`src/hw/rtl/sat_pkg.sv`:
```
package sat_pkg;

    // default buffer size in bytes
    localparam int LINE_LENGTH = 128;

    // argument count stops here
    localparam logic [7:0] ARG_LIMIT = 8'd128;

    // characters with a meaning to the parser
    localparam logic [7:0] CH_NEWLINE   = 8'h0A;
    localparam logic [7:0] CH_RETURN    = 8'h0D;
    localparam logic [7:0] CH_SPACE     = 8'h20;
    localparam logic [7:0] CH_QUOTE     = 8'h22;
    localparam logic [7:0] CH_BACKSLASH = 8'h5C;
    localparam logic [7:0] CH_NUL       = 8'h00;

    // parser modes; the fourth code behaves as search
    typedef enum logic [1:0] {
        MODE_SEARCH = 2'd0,
        MODE_PLAIN  = 2'd1,
        MODE_QUOTED = 2'd2
    } sat_mode_t;

    // parser control state, write position kept apart
    typedef struct packed {
        sat_mode_t  mode;
        logic       escape;
        logic [7:0] args;
        logic       overflow;
    } sat_ctl_t;

    // one result as it leaves the step logic, index kept apart
    typedef struct packed {
        logic       valid;
        logic [7:0] data;
        logic [7:0] args;
        logic       line_end;
        logic       overflow;
    } sat_res_t;

endpackage

```
`src/hw/rtl/sat_step.sv`:
```
module sat_step #(
    parameter int LINE_LENGTH = sat_pkg::LINE_LENGTH
) (
    input  sat_pkg::sat_ctl_t                     ctl,
    input  logic [$clog2(LINE_LENGTH + 1) - 1:0]  pos,
    input  logic [7:0]                            ch,
    output sat_pkg::sat_ctl_t                     ctl_next,
    output logic [$clog2(LINE_LENGTH + 1) - 1:0]  pos_next,
    output sat_pkg::sat_res_t                     res,
    output logic [$clog2(LINE_LENGTH + 1) - 1:0]  res_pos
);

    localparam int POS_W = $clog2(LINE_LENGTH + 1);
    localparam logic [POS_W - 1:0] POS_FULL = POS_W'(LINE_LENGTH);
    localparam logic [POS_W - 1:0] POS_LAST = POS_W'(LINE_LENGTH - 1);

    logic             do_store;
    logic [7:0]       store_byte;
    sat_pkg::sat_ctl_t mid;

    // mode update, decides whether a byte goes to the buffer
    always_comb begin
        mid        = ctl;
        do_store   = 1'b0;
        store_byte = ch;
        case (ctl.mode)
            sat_pkg::MODE_PLAIN, sat_pkg::MODE_QUOTED: begin
                if (ctl.escape) begin
                    mid.escape = 1'b0;
                    do_store   = 1'b1;
                end else if (ch == sat_pkg::CH_BACKSLASH) begin
                    mid.escape = 1'b1;
                end else if (ch == sat_pkg::CH_QUOTE) begin
                    mid.mode = (ctl.mode == sat_pkg::MODE_QUOTED) ?
                               sat_pkg::MODE_PLAIN : sat_pkg::MODE_QUOTED;
                end else if (ch == sat_pkg::CH_SPACE && ctl.mode == sat_pkg::MODE_PLAIN) begin
                    mid.mode   = sat_pkg::MODE_SEARCH;
                    do_store   = 1'b1;
                    store_byte = sat_pkg::CH_NUL;
                end else begin
                    do_store = 1'b1;
                end
            end
            default: begin
                mid.mode = sat_pkg::MODE_SEARCH;
                if (ch != sat_pkg::CH_SPACE) begin
                    if (ctl.args < sat_pkg::ARG_LIMIT) begin
                        mid.args = ctl.args + 8'd1;
                    end
                    if (ch == sat_pkg::CH_QUOTE) begin
                        mid.mode = sat_pkg::MODE_QUOTED;
                    end else if (ch == sat_pkg::CH_BACKSLASH) begin
                        mid.mode   = sat_pkg::MODE_PLAIN;
                        mid.escape = 1'b1;
                    end else begin
                        mid.mode = sat_pkg::MODE_PLAIN;
                        do_store = 1'b1;
                    end
                end
            end
        endcase
    end

    // buffer write, line end and overflow handling
    always_comb begin
        ctl_next     = mid;
        pos_next     = pos;
        res_pos      = pos;
        res.valid    = 1'b0;
        res.data     = store_byte;
        res.args     = mid.args;
        res.line_end = 1'b0;
        res.overflow = mid.overflow;
        if (ch == sat_pkg::CH_NEWLINE || ch == sat_pkg::CH_RETURN) begin
            // terminator overwrites the last byte on a full buffer
            res.valid    = 1'b1;
            res.data     = sat_pkg::CH_NUL;
            res.args     = ctl.args;
            res.line_end = 1'b1;
            res.overflow = ctl.overflow;
            if (pos >= POS_FULL) begin
                res_pos      = POS_LAST;
                res.overflow = 1'b1;
            end
            ctl_next.mode     = sat_pkg::MODE_SEARCH;
            ctl_next.escape   = 1'b0;
            ctl_next.args     = 8'd0;
            ctl_next.overflow = 1'b0;
            pos_next          = '0;
        end else if (do_store) begin
            if (pos >= POS_FULL) begin
                ctl_next.overflow = 1'b1;
            end else begin
                res.valid = 1'b1;
                pos_next  = pos + POS_W'(1);
            end
        end
    end

endmodule

```
`src/hw/rtl/shell_argument_tokenizer_unit.sv`:
```
// channel  | direction | handshake         | payload
// s_       | in        | s_valid / s_ready | s_in_byte
// m_       | out       | m_valid / m_ready | m_out_byte, m_out_index, m_arg_count,
//          |           |                   | m_line_end, m_overflow
//
// one item accepted per cycle while s_ready is high; its result, if any, is registered and shows in the next cycle
// the rate is set by the combinational mode update feeding the result register
// s_ready is low only while a result waits and m_ready is low
// synchronous active-low reset returns the parser to search with an empty buffer
module shell_argument_tokenizer_unit #(
    parameter int LINE_LENGTH = sat_pkg::LINE_LENGTH
) (
    input  logic       aclk,
    input  logic       aresetn,
    input  logic       s_valid,
    output logic       s_ready,
    input  logic [7:0] s_in_byte,
    output logic       m_valid,
    input  logic       m_ready,
    output logic [7:0] m_out_byte,
    output logic [6:0] m_out_index,
    output logic [7:0] m_arg_count,
    output logic       m_line_end,
    output logic       m_overflow
);

    localparam int POS_W = $clog2(LINE_LENGTH + 1);
    localparam int IDX_W = (POS_W > 7) ? POS_W : 7;

    sat_pkg::sat_ctl_t  ctl_reg;
    sat_pkg::sat_ctl_t  ctl_next;
    logic [POS_W - 1:0] pos_reg;
    logic [POS_W - 1:0] pos_next;
    sat_pkg::sat_res_t  res;
    logic [POS_W - 1:0] res_pos;
    logic [IDX_W - 1:0] res_idx_wide;

    logic       m_valid_reg;
    logic [7:0] out_byte_reg;
    logic [6:0] out_index_reg;
    logic [7:0] arg_count_reg;
    logic       line_end_reg;
    logic       overflow_reg;
    logic       accept;

    assign s_ready = !m_valid_reg || m_ready;
    assign accept  = s_valid && s_ready;

    // per-character parse step
    sat_step #(
        .LINE_LENGTH(LINE_LENGTH)
    ) u_step (
        .ctl      (ctl_reg),
        .pos      (pos_reg),
        .ch       (s_in_byte),
        .ctl_next (ctl_next),
        .pos_next (pos_next),
        .res      (res),
        .res_pos  (res_pos)
    );

    // buffer index is reported in its low seven bits
    assign res_idx_wide = IDX_W'(res_pos);

    // parser state
    always_ff @(posedge aclk) begin
        if (!aresetn) begin
            ctl_reg.mode     <= sat_pkg::MODE_SEARCH;
            ctl_reg.escape   <= 1'b0;
            ctl_reg.args     <= 8'd0;
            ctl_reg.overflow <= 1'b0;
            pos_reg          <= '0;
        end else if (accept) begin
            ctl_reg <= ctl_next;
            pos_reg <= pos_next;
        end
    end

    // result register valid
    always_ff @(posedge aclk) begin
        if (!aresetn) begin
            m_valid_reg <= 1'b0;
        end else if (accept) begin
            m_valid_reg <= res.valid;
        end else if (m_ready) begin
            m_valid_reg <= 1'b0;
        end
    end

    // result register payload
    always_ff @(posedge aclk) begin
        if (accept && res.valid) begin
            out_byte_reg  <= res.data;
            out_index_reg <= res_idx_wide[6:0];
            arg_count_reg <= res.args;
            line_end_reg  <= res.line_end;
            overflow_reg  <= res.overflow;
        end
    end

    assign m_valid     = m_valid_reg;
    assign m_out_byte  = out_byte_reg;
    assign m_out_index = out_index_reg;
    assign m_arg_count = arg_count_reg;
    assign m_line_end  = line_end_reg;
    assign m_overflow  = overflow_reg;

endmodule

```
`config.mk`:
```
export PLATFORM = sky130hd
export DESIGN_NAME = shell_argument_tokenizer_unit
export DESIGN_NICKNAME = d
export VERILOG_FILES = /design/src/hw/rtl/sat_pkg.sv /design/src/hw/rtl/sat_step.sv /design/src/hw/rtl/shell_argument_tokenizer_unit.sv
export SDC_FILE = /design/constraint.sdc
export NUM_CORES = 1
export LEC_CHECK = 0
export BUFFER_PORTS_ARGS = -buffer_cell sky130_fd_sc_hd__buf_2
export CAP_MARGIN = 10
export CORE_ASPECT_RATIO = 1.75
export CORE_MARGIN = 4
export CORE_UTILIZATION = 58
export CTS_CLUSTER_SIZE = 25
export DETAILED_ROUTE_END_ITERATION = 10
export PLACE_DENSITY = 0.8
export SLEW_MARGIN = 20
export SYNTH_ARGS = -nofsm -noshare
export SYNTH_HDL_FRONTEND = slang
export SYNTH_SLANG_ARGS = --single-unit
```
`constraint.sdc`:
```
create_clock -name aclk -period 5.8 [get_ports aclk]
set_input_delay 0.29 -clock aclk [delete_from_list [all_inputs] [get_ports aclk]]
set_output_delay 0.29 -clock aclk [all_outputs]
set_load 0.02 [all_outputs]
```
==> flow_metrics.env <==
export IMPL_grt_pass1_vias=1747
export IMPL_pre_cts_ws_ps=3181
export IMPL_dpl_instance_area_um2=2474
export IMPL_postSynth_asyncResetShare=0
export IMPL_io_buffers=38
export IMPL_pin_count=39
export IMPL_hpwl_um=3455
export IMPL_die_y_um=90.73
export IMPL_ys_ff_latch=46
export IMPL_dp_cells=295
export IMPL_final_core_util=0.6998
export IMPL_routed_wl_um=4631
export IMPL_drive_above_1_share=0.2218
export IMPL_tns_ps=0
export IMPL_largest_reg_flops=12
export IMPL_max_clock_path_buffers=2
export IMPL_outcome="finished clean"
export IMPL_grt_first_pass_wirelength_um=8135
export IMPL_max_freq_mhz=384.7
export IMPL_power_mw=0.6908
export IMPL_vdd_ir_drop_max_mv=0.2151
export IMPL_hold_violations=0
export IMPL_yosysUniqueCellTypes=55
export IMPL_grt_start_max_net_pins=27
export IMPL_fin_nets=273
export IMPL_num_vias=1756
export IMPL_cp_max_fo=26
export IMPL_fin_ws_ps=3200
export IMPL_cts_buffers_inserted=5
export IMPL_leakage_nw=1.022
export IMPL_fin_area_um2=2590
export IMPL_post_cts_repair_setup_buffers=0
export IMPL_start_kind="flop"
export IMPL_synth_edf_count=25
export IMPL_setup_viol=0
export IMPL_post_route_period_util=0.4482
export IMPL_initial_core_util=0.6129
export IMPL_drt_iter0_drc=42
export IMPL_area_delta_synth_final_pct=14.18
export IMPL_synthCells=220
export IMPL_slew_violations=0
export IMPL_cts_resized=0
export IMPL_antenna_left=0
export IMPL_clk_pin_slew_ps=80
export IMPL_fin_crit_ps=2600
export IMPL_cp_end_kind="flop"
export IMPL_die_w_um=55.28
export IMPL_grt_usage=0.1989
export IMPL_whs_ps=231.7
export IMPL_ys_seq_area_frac=0.5163
export IMPL_cts_hold_buffers=0
export IMPL_n_antenna_cell=0
export IMPL_p_per_area_nw_per_um2=266.7
export IMPL_fin_skew_ps=4.732
export IMPL_netlist_area_um2=2268
export IMPL_syn_avg_cell_area_um2=10.31
export IMPL_coreArea_um2=3701
export IMPL_tightest_slew_ps=1010
export IMPL_cp_required_ps=5720
export IMPL_synth_ff_type="edfxtp_1"
export IMPL_post_drt_via_cell_ratio=5.795
export IMPL_final_common_cell="buf_2"
export IMPL_crit_type="flop to flop"
export IMPL_remaining_drc_errors=0
export IMPL_cts_max_level=2
export IMPL_clk_latency_ps=300
export IMPL_root_buffer="clkbuf_8"
export IMPL_mostFrequentLayoutCells="38 x buf_2, 25 x edfxtp_1, 21 x dfxtp_1"
export IMPL_hp_class="input port to flop"
export IMPL_place_congestion=0.8701
export IMPL_stdcell_count=303
export IMPL_synth_fp_nets=237
export IMPL_grt_ovfl_total=0
export IMPL_cts_sinks=46
export IMPL_detail_route_wl_per_cell_um=15.28
export IMPL_relSlewSlack=0.3262
export IMPL_rsz0062_at_grt="false"
export IMPL_rows=29
export IMPL_die_area_um2=5015
export IMPL_antenna_found_initial=0
export IMPL_ys_warn_count=0
export IMPL_cp_data_arrival_time_ps=2520
export IMPL_firstDrtPassIters=4
export IMPL_maxCapViolCount=0
export IMPL_cts_tree="built"
-- synthesized netlist by cell type, drive strengths merged, types with 7 or more instances --
cell type	count	area, um^2
o21ai	13	68.81
inv	9	33.78
edfxtp	25	750.7
nand3	8	40.04
a21oi	8	40.04
dfxtp	21	420.4
nand2	20	75.07
nand2b	11	68.82
a21boi	8	60.06
or3	7	45.05
nor2	15	56.30
-- critical path, cell delays in order (launching register included) --
cell and delay, ps:
dfxtp_1 350, inv_1 50, ha_1 370, nand2b_1 210
a21oi_1 370, o31ai_4 100, inv_1 770
-- power breakdown --
group | internal [mW] | total [mW] | leakage [nW] | switching [mW]
combinational | 0.0273 | 0.0826 | 0.546 | 0.0552
sequential | 0.360 | 0.367 | 0.417 | 0.00693
clock | 0.140 | 0.242 | 0.0585 | 0.101
-- cells by family after synthesis --
group                    synth area share
AND/OR/NAND/NOR                    0.2372
AO/OA/AOI/OAI                      0.1528
flip-flops                         0.5163
buffers and inverters             0.03364
XOR/XNOR                          0.02317
adder cells (fa/ha/maj)           0.02758
multiplexers                     0.009377
-- layout make-up --
cell class / count / area, um^2
tap: 46 / 57.56
clock inverter: 1 / 30.03
multi-input combinational: 156 / 1021
inverter: 9 / 33.78
sequential: 46 / 1171
fill: 327 / 1111
clock buffer: 7 / 86.33
timing repair buffer: 38 / 190.2
-- per-layer routing --
layer	GRT usage	vias up	wire, um
li1	-	877	-
met3	0.04149	6	262
met1	0.2296	821	1756
met4	0.07302	0	79
met2	0.3538	52	2532
met5	0	-	0
-- worst paths after layout --
| path | cells past startpoint | endpoint | slack, ps | start |
|---|---|---|---|---|
| hold reg to reg | 2 | ctl_reg[0] | 480 | ctl_reg[0] |
| setup / recovery | 6 | m_out_byte[1] | 3200 | ctl_reg[10] |
| setup reg to reg | 6 | m_out_byte[1] | 3200 | ctl_reg[10] |
| hold / removal | 1 | m_out_byte[4] | 230 | s_in_byte[4] |
No activity file was read; power rests on OpenSTA's default activity.
